===== config.mk =====
export PLATFORM = sky130hd
export DESIGN_NAME = launch_sequence_controller_flat
export DESIGN_NICKNAME = d
export VERILOG_FILES = /design/src/design/lsc_pkg.sv /design/src/design/lsc_if.sv /design/src/design/lsc_front.sv /design/src/design/lsc_back.sv /design/src/design/launch_sequence_controller.sv /design/src/flat_wrapper.sv
export SDC_FILE = /design/constraint.sdc
export NUM_CORES = 2
export LEC_CHECK = 0
export CORE_ASPECT_RATIO = 0.7
export CORE_MARGIN = 2
export CORE_UTILIZATION = 44
export DETAILED_ROUTE_END_ITERATION = 16
export DONT_BUFFER_PORTS = 1
export HOLD_SLACK_MARGIN = 0.12
export PLACE_DENSITY = 0.66
export SKIP_CTS_REPAIR_TIMING = 1
export SLEW_MARGIN = 20
export SYNTH_ARGS = -nofsm -noshare
export SYNTH_HDL_FRONTEND = slang
export SYNTH_SLANG_ARGS = --single-unit
export TNS_END_PERCENT = 100

===== constraint.sdc =====
create_clock -name clock -period 13.55 [get_ports clock]
set_clock_uncertainty 0.15 [all_clocks]
set_input_delay 2.0325 -clock clock [delete_from_list [all_inputs] [get_ports clock]]
set_output_delay 2.0325 -clock clock [all_outputs]
set_load 0.02 [all_outputs]

===== src/design/lsc_pkg.sv =====
// Package for the launch sequence controller.
// Types, codes and fixed-point constants shared by lsc_front, lsc_back and the top level.
package lsc_pkg;

   localparam int CSR_ADDR_W = 3;
   localparam int CSR_DATA_W = 32;

   typedef enum logic [CSR_ADDR_W-1:0] {
      CSR_ACCEL_ONE   = 3'd0,
      CSR_ACCEL_TWO   = 3'd1,
      CSR_ACCEL_THREE = 3'd2,
      CSR_TIME_ONE    = 3'd3,
      CSR_TIME_TWO    = 3'd4,
      CSR_TIME_THREE  = 3'd5,
      CSR_RPM_ONE     = 3'd6,
      CSR_RPM_TWO     = 3'd7
   } csr_index_type;

   typedef logic [1:0] phase_type;
   localparam phase_type PHASE_IDLE  = 2'd0;
   localparam phase_type PHASE_ONE   = 2'd1;
   localparam phase_type PHASE_TWO   = 2'd2;
   localparam phase_type PHASE_THREE = 2'd3;

   typedef enum logic [1:0] {
      CMD_HOLD = 2'd0,
      CMD_STOP = 2'd1,
      CMD_GO   = 2'd2
   } cmd_type;

   typedef enum logic [1:0] {
      ST_IDLE = 2'd0,
      ST_MUL  = 2'd1,
      ST_DIV  = 2'd2,
      ST_SUM  = 2'd3
   } state_type;

   // throttle thresholds in Q8.8: 0.1 -> 26 (strict below), 0.5 -> 128 (strict above)
   localparam logic signed [15:0] THR_STOP = 16'sd26;
   localparam logic signed [15:0] THR_GO   = 16'sd128;

   localparam logic signed [7:0] GEAR_IDLE  = -8'sd100;
   localparam logic signed [7:0] GEAR_FIRST = 8'sd0;
   localparam logic signed [7:0] GEAR_DRIVE = 8'sd100;

   localparam logic [14:0] MOTOR_MAX       = 15'd25600;
   localparam logic [19:0] RPM_LIMIT_THREE = 20'd1;

   // elapsed * accel / 1e6 >= 25600 iff product >= 25600 * 1e6
   localparam int            ELAPSED_LOW_W = 35;
   localparam int            PRODUCT_W     = ELAPSED_LOW_W + 16;
   localparam logic [PRODUCT_W-1:0] SAT_PRODUCT = 51'd25600000000;

   // 1e6 = 64 * 15625; floor(x / 15625) = (x * RECIP_M) >> RECIP_SHIFT for x < 2^29
   localparam int          DIV_PRE_SHIFT = 6;
   localparam int          DIVIDEND_W    = 29;
   localparam int          RECIP_W       = 30;
   localparam int          RECIP_SHIFT   = 43;
   localparam logic [RECIP_W-1:0] RECIP_M = 30'd562949954;

   typedef struct packed {
      logic [15:0] accel_one;
      logic [15:0] accel_two;
      logic [15:0] accel_three;
      logic [31:0] time_one;
      logic [31:0] time_two;
      logic [31:0] time_three;
      logic [19:0] rpm_one;
      logic [19:0] rpm_two;
   } cfg_type;

   typedef struct packed {
      cmd_type     cmd;
      logic [47:0] now_us;
      logic [19:0] motor_rpm;
   } item_type;

endpackage


===== src/design/lsc_if.sv =====
// Valid/ready channel interfaces for the launch sequence controller.
// Depends on nothing; the request carries one control tick, the response one result.
interface lsc_req_if;
   logic               valid;
   logic               ready;
   logic signed [15:0] throttle;
   logic [47:0]        now_us;
   logic [19:0]        motor_rpm;

   modport source (output valid, output throttle, output now_us, output motor_rpm,
                   input ready);
   modport sink   (input valid, input throttle, input now_us, input motor_rpm,
                   output ready);
endinterface

interface lsc_rsp_if;
   logic              valid;
   logic              ready;
   logic signed [7:0] gear_setpoint;
   logic [14:0]       motor_setpoint;
   logic [1:0]        phase;
   logic              launch_done;

   modport source (output valid, output gear_setpoint, output motor_setpoint,
                   output phase, output launch_done, input ready);
   modport sink   (input valid, input gear_setpoint, input motor_setpoint,
                   input phase, input launch_done, output ready);
endinterface


===== src/design/lsc_front.sv =====
// Front end: accepts tick beats, classifies throttle, holds them in a two-entry queue.
// Depends on lsc_pkg and lsc_req_if.
module lsc_front
   import lsc_pkg::*;
(
   input  logic       clock,
   input  logic       reset,
   lsc_req_if.sink    req,
   output logic       item_valid,
   output item_type   item,
   input  logic       item_pop
);

   item_type    entries_ff [2];
   logic [1:0]  count_ff, count_in;
   logic        wr_ptr_ff, wr_ptr_in;
   logic        rd_ptr_ff, rd_ptr_in;
   logic        push;
   cmd_type     cmd;

   always_comb begin
      if (req.throttle < THR_STOP) begin
         cmd = CMD_STOP;
      end else if (req.throttle > THR_GO) begin
         cmd = CMD_GO;
      end else begin
         cmd = CMD_HOLD;
      end
   end

   assign req.ready  = !reset && (count_ff != 2'd2);
   assign push       = req.valid && req.ready;
   assign item_valid = (count_ff != 2'd0);
   assign item       = entries_ff[rd_ptr_ff];

   always_comb begin
      wr_ptr_in = push ? ~wr_ptr_ff : wr_ptr_ff;
      rd_ptr_in = item_pop ? ~rd_ptr_ff : rd_ptr_ff;
      count_in  = count_ff + {1'b0, push} - {1'b0, item_pop};
   end

   always_ff @(posedge clock) begin
      if (reset) begin
         count_ff  <= 2'd0;
         wr_ptr_ff <= 1'b0;
         rd_ptr_ff <= 1'b0;
      end else begin
         count_ff  <= count_in;
         wr_ptr_ff <= wr_ptr_in;
         rd_ptr_ff <= rd_ptr_in;
      end
   end

   always_ff @(posedge clock) begin
      if (push) begin
         entries_ff[wr_ptr_ff] <= '{cmd: cmd, now_us: req.now_us, motor_rpm: req.motor_rpm};
      end
   end

endmodule


===== src/design/lsc_back.sv =====
// Back end: phase sequencing, ramp multiply, reciprocal scale and saturating sum.
// Depends on lsc_pkg and lsc_rsp_if; holds the launch state and the result register.
module lsc_back
   import lsc_pkg::*;
(
   input  logic       clock,
   input  logic       reset,
   input  cfg_type    cfg,
   input  logic       item_valid,
   input  item_type   item,
   output logic       item_pop,
   lsc_rsp_if.source  rsp
);

   state_type state_ff, state_in;

   phase_type   phase_ff, phase_in;
   logic [47:0] start_ff, start_in;
   logic [14:0] level_ff, level_in;

   logic [47:0]          elapsed_ff;
   logic [15:0]          accel_ff;
   logic                 ramp_ff;
   logic signed [7:0]    gear_ff;
   phase_type            phase_out_ff;
   logic                 done_ff;
   logic                 sat_ff;
   logic [PRODUCT_W-1:0] prod_ff;
   logic [14:0]          quot_ff;

   logic              rsp_valid_ff;
   logic signed [7:0] rsp_gear_ff;
   logic [14:0]       rsp_motor_ff;
   phase_type         rsp_phase_ff;
   logic              rsp_done_ff;

   logic commit;

   // per-tick decision
   phase_type         eff_phase;
   logic [47:0]       elapsed;
   logic [15:0]       accel_sel;
   logic              ramp_sel;
   logic signed [7:0] gear_sel;
   logic              done_sel;
   logic              advance;

   logic [DIVIDEND_W+RECIP_W-1:0] scaled;
   logic [15:0]                   sum;

   always_comb begin
      state_in = state_ff;
      case (state_ff)
         ST_IDLE: if (item_valid) state_in = ST_MUL;
         ST_MUL:  state_in = ST_DIV;
         ST_DIV:  state_in = ST_SUM;
         ST_SUM:  if (!rsp_valid_ff || rsp.ready) state_in = ST_IDLE;
         default: state_in = ST_IDLE;
      endcase
   end

   always_comb begin
      item_pop = 1'b0;
      commit   = 1'b0;
      case (state_ff)
         ST_IDLE: item_pop = item_valid;
         ST_SUM:  commit   = !rsp_valid_ff || rsp.ready;
         default: begin
            item_pop = 1'b0;
            commit   = 1'b0;
         end
      endcase
   end

   always_comb begin
      eff_phase = (item.cmd == CMD_STOP) ? PHASE_IDLE : phase_ff;
      elapsed   = item.now_us - start_ff;
      accel_sel = cfg.accel_one;
      ramp_sel  = 1'b1;
      gear_sel  = GEAR_IDLE;
      done_sel  = 1'b0;
      advance   = 1'b0;
      phase_in  = eff_phase;
      case (eff_phase)
         PHASE_IDLE: begin
            ramp_sel = 1'b0;
            advance  = (item.cmd == CMD_GO);
            phase_in = advance ? PHASE_ONE : PHASE_IDLE;
         end
         PHASE_ONE: begin
            gear_sel = GEAR_FIRST;
            advance  = (item.motor_rpm > cfg.rpm_one) || (elapsed > {16'd0, cfg.time_one});
            phase_in = advance ? PHASE_TWO : PHASE_ONE;
         end
         PHASE_TWO: begin
            gear_sel  = GEAR_DRIVE;
            accel_sel = cfg.accel_two;
            advance   = (item.motor_rpm > cfg.rpm_two) || (elapsed > {16'd0, cfg.time_two});
            phase_in  = advance ? PHASE_THREE : PHASE_TWO;
         end
         default: begin
            gear_sel  = GEAR_DRIVE;
            accel_sel = cfg.accel_three;
            done_sel  = (item.motor_rpm > RPM_LIMIT_THREE) ||
                        (elapsed > {16'd0, cfg.time_three});
         end
      endcase
      start_in = advance ? item.now_us : start_ff;
   end

   assign scaled = prod_ff[DIV_PRE_SHIFT +: DIVIDEND_W] * RECIP_M;
   assign sum    = {1'b0, level_ff} + {1'b0, quot_ff};

   always_comb begin
      if (!ramp_ff) begin
         level_in = 15'd0;
      end else if (sat_ff || sum >= {1'b0, MOTOR_MAX}) begin
         level_in = MOTOR_MAX;
      end else begin
         level_in = sum[14:0];
      end
   end

   always_ff @(posedge clock) begin
      if (reset) begin
         state_ff     <= ST_IDLE;
         phase_ff     <= PHASE_IDLE;
         start_ff     <= 48'd0;
         level_ff     <= 15'd0;
         rsp_valid_ff <= 1'b0;
      end else begin
         state_ff <= state_in;
         if (item_pop) begin
            phase_ff <= phase_in;
            start_ff <= start_in;
         end
         if (commit) begin
            level_ff     <= level_in;
            rsp_valid_ff <= 1'b1;
         end else if (rsp.ready) begin
            rsp_valid_ff <= 1'b0;
         end
      end
   end

   always_ff @(posedge clock) begin
      if (item_pop) begin
         elapsed_ff   <= elapsed;
         accel_ff     <= accel_sel;
         ramp_ff      <= ramp_sel;
         gear_ff      <= gear_sel;
         phase_out_ff <= phase_in;
         done_ff      <= done_sel;
      end
      if (state_ff == ST_MUL) begin
         sat_ff  <= (elapsed_ff[47:ELAPSED_LOW_W] != '0) && (accel_ff != 16'd0);
         prod_ff <= elapsed_ff[ELAPSED_LOW_W-1:0] * accel_ff;
      end
      if (state_ff == ST_DIV) begin
         sat_ff  <= sat_ff || (prod_ff >= SAT_PRODUCT);
         quot_ff <= scaled[RECIP_SHIFT +: 15];
      end
      if (commit) begin
         rsp_gear_ff  <= gear_ff;
         rsp_motor_ff <= level_in;
         rsp_phase_ff <= phase_out_ff;
         rsp_done_ff  <= done_ff;
      end
   end

   assign rsp.valid          = rsp_valid_ff;
   assign rsp.gear_setpoint  = rsp_gear_ff;
   assign rsp.motor_setpoint = rsp_motor_ff;
   assign rsp.phase          = rsp_phase_ff;
   assign rsp.launch_done    = rsp_done_ff;

endmodule


===== src/design/launch_sequence_controller.sv =====
// Launch sequence controller top level: CSR bank, front queue and back end.
// Depends on lsc_pkg, lsc_if, lsc_front and lsc_back.
//
// One tick beat in, one result beat out. Each tick passes four steps in the back end
// (state decision, ramp multiply, reciprocal scale by 1/1e6, saturating add); the back
// end takes no new tick until the last result is registered; a two-entry queue in front
// keeps the request side flowing while a result waits at the output register. The
// setpoint ramp uses the elapsed time since the current phase began; throttle under 0.1
// returns to idle on the same tick. Registers are written through csr_we / csr_addr /
// csr_wdata and must only change while no tick is in flight.
module launch_sequence_controller
   import lsc_pkg::*;
(
   input  logic                  clock,
   input  logic                  reset,
   lsc_req_if.sink               req_bus,
   lsc_rsp_if.source             rsp_bus,
   input  logic                  csr_we,
   input  logic [CSR_ADDR_W-1:0] csr_addr,
   input  logic [CSR_DATA_W-1:0] csr_wdata
);

   cfg_type  cfg_ff;
   logic     item_valid;
   item_type item;
   logic     item_pop;

   always_ff @(posedge clock) begin
      if (reset) begin
         cfg_ff.accel_one   <= 16'd256;
         cfg_ff.accel_two   <= 16'd256;
         cfg_ff.accel_three <= 16'd256;
         cfg_ff.time_one    <= 32'd1000000;
         cfg_ff.time_two    <= 32'd1000000;
         cfg_ff.time_three  <= 32'd1000000;
         cfg_ff.rpm_one     <= 20'd59;
         cfg_ff.rpm_two     <= 20'd59;
      end else if (csr_we) begin
         case (csr_index_type'(csr_addr))
            CSR_ACCEL_ONE:   cfg_ff.accel_one   <= csr_wdata[15:0];
            CSR_ACCEL_TWO:   cfg_ff.accel_two   <= csr_wdata[15:0];
            CSR_ACCEL_THREE: cfg_ff.accel_three <= csr_wdata[15:0];
            CSR_TIME_ONE:    cfg_ff.time_one    <= csr_wdata;
            CSR_TIME_TWO:    cfg_ff.time_two    <= csr_wdata;
            CSR_TIME_THREE:  cfg_ff.time_three  <= csr_wdata;
            CSR_RPM_ONE:     cfg_ff.rpm_one     <= csr_wdata[19:0];
            CSR_RPM_TWO:     cfg_ff.rpm_two     <= csr_wdata[19:0];
            default:         cfg_ff             <= cfg_ff;
         endcase
      end
   end

   lsc_front u_front (
      .clock      (clock),
      .reset      (reset),
      .req        (req_bus),
      .item_valid (item_valid),
      .item       (item),
      .item_pop   (item_pop)
   );

   lsc_back u_back (
      .clock      (clock),
      .reset      (reset),
      .cfg        (cfg_ff),
      .item_valid (item_valid),
      .item       (item),
      .item_pop   (item_pop),
      .rsp        (rsp_bus)
   );

endmodule


===== src/flat_wrapper.sv =====
// flat-port wrapper written by rule: the top's interface ports become plain ports
module launch_sequence_controller_flat import lsc_pkg::*;
  (clock, reset, csr_we, csr_addr, csr_wdata, req_bus_valid, req_bus_throttle, req_bus_now_us, req_bus_motor_rpm, req_bus_ready, rsp_bus_valid, rsp_bus_gear_setpoint, rsp_bus_motor_setpoint, rsp_bus_phase, rsp_bus_launch_done, rsp_bus_ready);
  lsc_req_if req_bus_i ();
  lsc_rsp_if rsp_bus_i ();
  input  logic clock;
  input  logic reset;
  input  logic csr_we;
  input  logic [CSR_ADDR_W-1:0] csr_addr;
  input  logic [CSR_DATA_W-1:0] csr_wdata;
  input wire logic [$bits(req_bus_i.valid)-1:0] req_bus_valid;
  input wire logic [$bits(req_bus_i.throttle)-1:0] req_bus_throttle;
  input wire logic [$bits(req_bus_i.now_us)-1:0] req_bus_now_us;
  input wire logic [$bits(req_bus_i.motor_rpm)-1:0] req_bus_motor_rpm;
  output wire logic [$bits(req_bus_i.ready)-1:0] req_bus_ready;
  output wire logic [$bits(rsp_bus_i.valid)-1:0] rsp_bus_valid;
  output wire logic [$bits(rsp_bus_i.gear_setpoint)-1:0] rsp_bus_gear_setpoint;
  output wire logic [$bits(rsp_bus_i.motor_setpoint)-1:0] rsp_bus_motor_setpoint;
  output wire logic [$bits(rsp_bus_i.phase)-1:0] rsp_bus_phase;
  output wire logic [$bits(rsp_bus_i.launch_done)-1:0] rsp_bus_launch_done;
  input wire logic [$bits(rsp_bus_i.ready)-1:0] rsp_bus_ready;
  assign req_bus_i.valid = req_bus_valid;
  assign req_bus_i.throttle = req_bus_throttle;
  assign req_bus_i.now_us = req_bus_now_us;
  assign req_bus_i.motor_rpm = req_bus_motor_rpm;
  assign req_bus_ready = req_bus_i.ready;
  assign rsp_bus_valid = rsp_bus_i.valid;
  assign rsp_bus_gear_setpoint = rsp_bus_i.gear_setpoint;
  assign rsp_bus_motor_setpoint = rsp_bus_i.motor_setpoint;
  assign rsp_bus_phase = rsp_bus_i.phase;
  assign rsp_bus_launch_done = rsp_bus_i.launch_done;
  assign rsp_bus_i.ready = rsp_bus_ready;
  launch_sequence_controller u_core (.clock(clock), .reset(reset), .req_bus(req_bus_i), .rsp_bus(rsp_bus_i), .csr_we(csr_we), .csr_addr(csr_addr), .csr_wdata(csr_wdata));
endmodule

### Word level (Yosys, flattened, before mapping)

Memories as Yosys holds them, arrays and structs flattened. A register that Yosys moved wholly into a read port is not among the register bits.
Index checks and enable logic that the tools add are counted.

* flip-flop bits (word level): 425
* RAM bits: 140
* input bits: 124
* output and inout port bits: 28
* word-level logic and storage cells: 122
* memories: 1

Memory list
* u_core.u_front.entries_ff: words 2, width 70, read ports 1, clocked after memory_dff 1, wr ports 1, line lsc_front.sv:14 `item_type entries_ff [2];`

* add/subtract/negate cells: 4
* multipliers: 2
* magnitude comparators: 10
* equal/unequal tests: 17
* multiplexer cells: 26
* bitwise gates (word level): 2
* reductions and logical operators: 31

Operators with widths (number)
* 48-bit by 32-bit > comparator with 1-bit output: 3
* 29-bit by 29-bit multiplier with 57-bit output, second input constant: 1
* 51-bit by 35-bit greater-or-equal comparator with 1-bit output, second input constant: 1
* 35-bit by 16-bit multiplier with 51-bit output: 1
* 48-bit subtractor: 1
* 20-bit > comparator: 2
* 16-bit case mux with 2 select lines: 1
* 15-bit 2-to-1 mux: 2
* 20-bit by 1-bit > comparator with 1-bit output, second input constant: 1
* 2-bit AND reduction: 10
* 15-bit by 15-bit adder with 16-bit output: 1
* 16-bit by 15-bit greater-or-equal comparator with 1-bit output, second input constant: 1
* 16-bit by 9-bit > comparator with 1-bit output, second input constant: 1
* 16-bit by 6-bit less-than comparator with 1-bit output, second input constant: 1
* 8-bit case mux with 2 select lines: 1
* 16-bit nonzero test: 1
* 1-bit 2-to-1 mux: 13
* 13-bit nonzero test: 1
* 3-bit == test, second input constant: 4
* 2-bit 2-to-1 mux: 6
* 2-bit == test, second input constant: 4
* 2-bit case mux with 4 select lines: 1
* 2-bit by 1-bit == test with 1-bit output, second input constant: 3
* 3-bit by 2-bit == test with 1-bit output, second input constant: 2
* 15 further kinds: 29

### Longest topological paths before layout

* depth after elaboration: 5
* gate-level depth with buffers: 28
* gate-level depth less buffers: 28

### By module

A second synthesis with hierarchy kept.

* cells, all modules: 5892
* area, all modules: 59031.6 sq um

Modules (own cells, without submodules)
* lsc_back: times used 1, cells each 4976, area an instance 46487.1 sq um, sequential area each 6135.9 sq um
* launch_sequence_controller: times used 1, cells each 664, area an instance 7218.2 sq um, sequential area each 3683.5 sq um
* lsc_front: times used 1, cells each 252, area an instance 5326.4 sq um, sequential area each 4304.1 sq um

### Worst setup path before layout

OpenSTA, ideal clock, no wires.

* path kind: register to register
* start: register u_core.u_back.prod_ff[20]
* end: register u_core.u_back.quot_ff[9], data pin
* library setup time: 0.269 ns
* arrival time: 6.995 ns
* required time: 13.131 ns
* path slack: 6.136 ns
* stages on the path, launching flop included: 24
* buffers on the path: 0
* clock period less this slack: 7.414 ns
* cell sequence: edfxtp_1 inv_1 fa_1 inv_1 fa_1 inv_1 fa_1 fa_1 inv_1 fa_1 fa_1 fa_1 inv_1 fa_1 inv_1 ha_1 nand4_1 a211o_1 a2111oi_0 o211ai_1 a21oi_1 a21oi_1 o31ai_1 xor2_1

* cells in the longest elaborated chain, start to end: 1

RTL lines
* start, declared: line lsc_back.sv:28 `logic [PRODUCT_W-1:0] prod_ff;`
* start signal, assigned: line lsc_back.sv:157 `prod_ff <= elapsed_ff[ELAPSED_LOW_W-1:0] * accel_ff;`
* 29-bit by 29-bit multiplier with 57-bit output: line lsc_back.sv:111 `assign scaled = prod_ff[DIV_PRE_SHIFT +: DIVIDEND_W] * RECIP_M;`
* net u_core.u_back.scaled[52]: line lsc_back.sv:48 `logic [DIVIDEND_W+RECIP_W-1:0] scaled;`
* end signal, assigned: line lsc_back.sv:161 `quot_ff <= scaled[RECIP_SHIFT +: 15];`
* end, declared: line lsc_back.sv:29 `logic [14:0] quot_ff;`

The timed path passes the listed nets, and every way through them passes these cells.
A chain may end at the register's enable or synchronous reset.

### Worst setup path in the final report

* start: register u_core.u_back.prod_ff[32]
* end: register u_core.u_back.quot_ff[9], data pin

The elaborated chain is that of the path after synthesis.

==> qor.yml <==
critical_path:
  path_common_cell: "fa_1"
  max_stage_delay_ps: 760
  cp_slowest_cell: "edfxtp_1"
  cp_cell_sequence: "inv_1, fa_1, inv_1, fa_1, inv_1, fa_1, fa_1, inv_1, fa_1, fa_1, fa_1, ha_1, ha_1, o21a_1, o211ai_1, a41oi_1, nand2_1, a2111oi_1, buf_4, o211ai_1, a21oi_1, a21oi_1, o31ai_1, xor2_1"
  crit_path_start_kind: "register"
  cp_max_fo: 11
  crit_arrival_ps: 8770
  cp-end-kind: "register"
  critPathKind: "register to register"
  crit_required_ps: 13760
global_route:
  globalRouteMet1Util: 0.349
  grt_first_pass_wirelength_um: 248000
  grt_max_degree: 172
  antenna_found_initial: 2
  gr-usage-met3: 0.0405
  grt_usage: 0.233
  grt_overflow_total: 0
  globalRouteMet2Util: 0.353
  grt_busiest_layer: "met2"
  grt_pass1_vias: 42857
logic_synthesis:
  yosys_most_used_dff: "edfxtp_1"
  synth_cells: 6129
  synth.distinct_cells: 91
  ys_ff_latch: 556
  synth-edff-count: 299
  synth.most_common_cell: "inv_1"
  ys_seq_area_frac: 0.240
  mappedNetlistArea_um2: 58900
  synthTopCellsByCount: "1234 x inv_1, 876 x nand2_1, 774 x fa_1, 695 x ha_1, 335 x a21oi_1"
  synth.top_cells.by_area: "fa_1 26%, edfxtp_1 15%, ha_1 15%"
  synth_area_leader_cell: "fa_1"
  avgSynthCellArea_um2: 9.61
  yosysTopAreaCellShare: 0.263
  synthArstFlopShare: 0
  yosysWarnings: 0
clock_network:
  htree_levels: 3
  cts_tree: "built"
  tritoncts.num_buffers: 66
  clk_latency_ps: 640
  clk_pin_slew_ps: 60
  cts_sinks: 556
  clk_path_buf_depth: 3
  clock-root-buffer: "clkbuf_16"
timing:
  setup_viol: 0
  hold_viol_final: 0
  tightest_slew_ps: 1270
  finalCritPeriodShare: 0.632
  min_period_ps: 8570
  report.final.slew_viol_count: 0
  fmax_ghz: 0.117
  relSlewSlack: 0.152
  rsz0062_at_grt: "no"
  setup_tns_ps: 0
die:
  num_rows: 112
  die-area_um2: 137000
  core-area_um2: 133000
  die_width_um: 441
  io_pins: 152
  die_y_um: 310
  initial_core_util: 0.442
route:
  vias: 42186
  vias_per_cell: 5.39
  wire_per_inst_um: 20.0
  drc_errors: 0
  drtIter0Drc: 3494
  ant_nets: 0
  routed_wl_um: 157000
  first_pass_iters: 6
placed_design:
  port_buffers: 0
  post-dp-hpwl_um: 122000
  gp_congestion: 0.937
worst_hold_path:
  hp-class: "register to register"
status:
  status: "finished, final reports clean"
layout:
  post_route_cells_drive_above_1_share: 0.0433
  nNetsFinal: 7597
  fill_cells: 12414
  syn2layout_area_growth_pct: 6.40
job:
  drv_cap: 0
## cell type report
cell class / instances / area (um^2) / share of cell area
sequential: 556 / 14100 / 0.225
inverter: 1235 / 4640 / 0.0740
clock inverter: 32 / 343 / 0.00547
tap: 1767 / 2210 / 0.0353
multi-input combinational: 4090 / 39100 / 0.625
antenna: 2 / 5.00 / 0.0000799
clock buffer: 87 / 1790 / 0.0286
timing repair buffer: 55 / 413 / 0.00659
## path summary, 6_finish.rpt
path | from | end | slack, ps | cells after the start
setup reg to reg | u_core.u_back.prod_ff[32] | u_core.u_back.quot_ff[9] | 4980 | 24
hold / removal | u_core.u_back.phase_out_ff[1] | u_core.u_back.rsp.phase[1] | 290 | 0
setup / recovery | u_core.u_back.prod_ff[32] | u_core.u_back.quot_ff[9] | 4980 | 24
hold reg to reg | u_core.u_back.phase_out_ff[1] | u_core.u_back.rsp.phase[1] | 290 | 0
## per-layer routing
metal  part of all wire  vias up
met2               0.43     1403
met4              0.020        0
li1                   -    19504
met1               0.47    21106
met5                  0        -
met3              0.074      173
## layout by cell type, fill, tap and decap left out, types with 15 or more instances in the layout
cell type  count
nor2b_1       27
mux2i_1       22
a21o_1        97
or3_1         15
nor2_1       142
xor2_1        49
nor4_1        26
nand2b_1      16
ha_1         694
o21bai_1      16
a211oi_1      19
mux2_2        65
buf_4         55
fa_1         774
a21oi_1      335
o21ai_0      120
o211ai_1      53
a221o_1       48
clkbuf_1      17
clkbuf_16     68
nor3_1        46
xnor2_1       85
o211a_1       47
and2_1       190
dfxtp_1      256
nand2_1      876
o21a_1        30
inv_1       1233
nand3_1       58
edfxtp_1     299
nand4_1       59
## sequential cells by signal, indices dropped and copies added (netlist names), 2 cells and up, named ones only
signal                            count
u_core.u_back.rsp.motor_setpoint     15
u_core.u_front.entries_ff           140
u_core.u_back.prod_ff                51
u_core.u_back.elapsed_ff             48
u_core.u_back.state_ff                2
u_core.u_back.accel_ff               16
u_core.u_back.phase_ff                2
u_core.cfg_ff                       184
u_core.u_back.start_ff               48
u_core.u_back.rsp.gear_setpoint       3
u_core.u_back.phase_out_ff            2
u_core.u_back.rsp.phase               2
u_core.u_back.level_ff               15
u_core.u_back.gear_ff                 3
u_core.u_back.quot_ff                15
u_core.u_front.count_ff               2
## cells by family (layout without fill, tap and decap cells)
family | after synthesis | in the layout | share of synthesized area
XOR/XNOR | 134 | 134 | 0.0199
other | 1 | 4 | 0.0000637
adder cells (fa/ha/maj) | 1469 | 1469 | 0.411
AO/OA/AOI/OAI | 883 | 883 | 0.0995
buffers and inverters | 1484 | 1409 | 0.0966
multiplexers | 89 | 89 | 0.0165
flip-flops | 556 | 556 | 0.240
AND/OR/NAND/NOR | 1513 | 1513 | 0.117
## through the flow
step	setup WS (ps)	utilization	hold slack (ps)	area, um^2	instances
finish	4980	0.471	289	62700	7824
global route	4530	0.471	311	62700	7822
CTS	4980	0.471	286	62700	7822
detailed placement	4980	0.455	273	60500	7703
global placement	5060	0.455	268	60500	7703
floorplan	6140	-	250	58900	6130
## critical path, delay by kind of cell, from the launching register on
| kind | cells | cell delay (ps) |
|---|---|---|
| buffers and inverters | 5 | 720 |
| adder cells (fa/ha/maj) | 9 | 4160 |
| AO/OA/AOI/OAI | 8 | 2270 |
| XOR/XNOR | 1 | 100 |
| flip-flops | 1 | 760 |
| AND/OR/NAND/NOR | 1 | 140 |
Power is left out: the tool's default activity adds up to more than one toggle a clock period on the data nets, which glitch-free logic cannot reach.
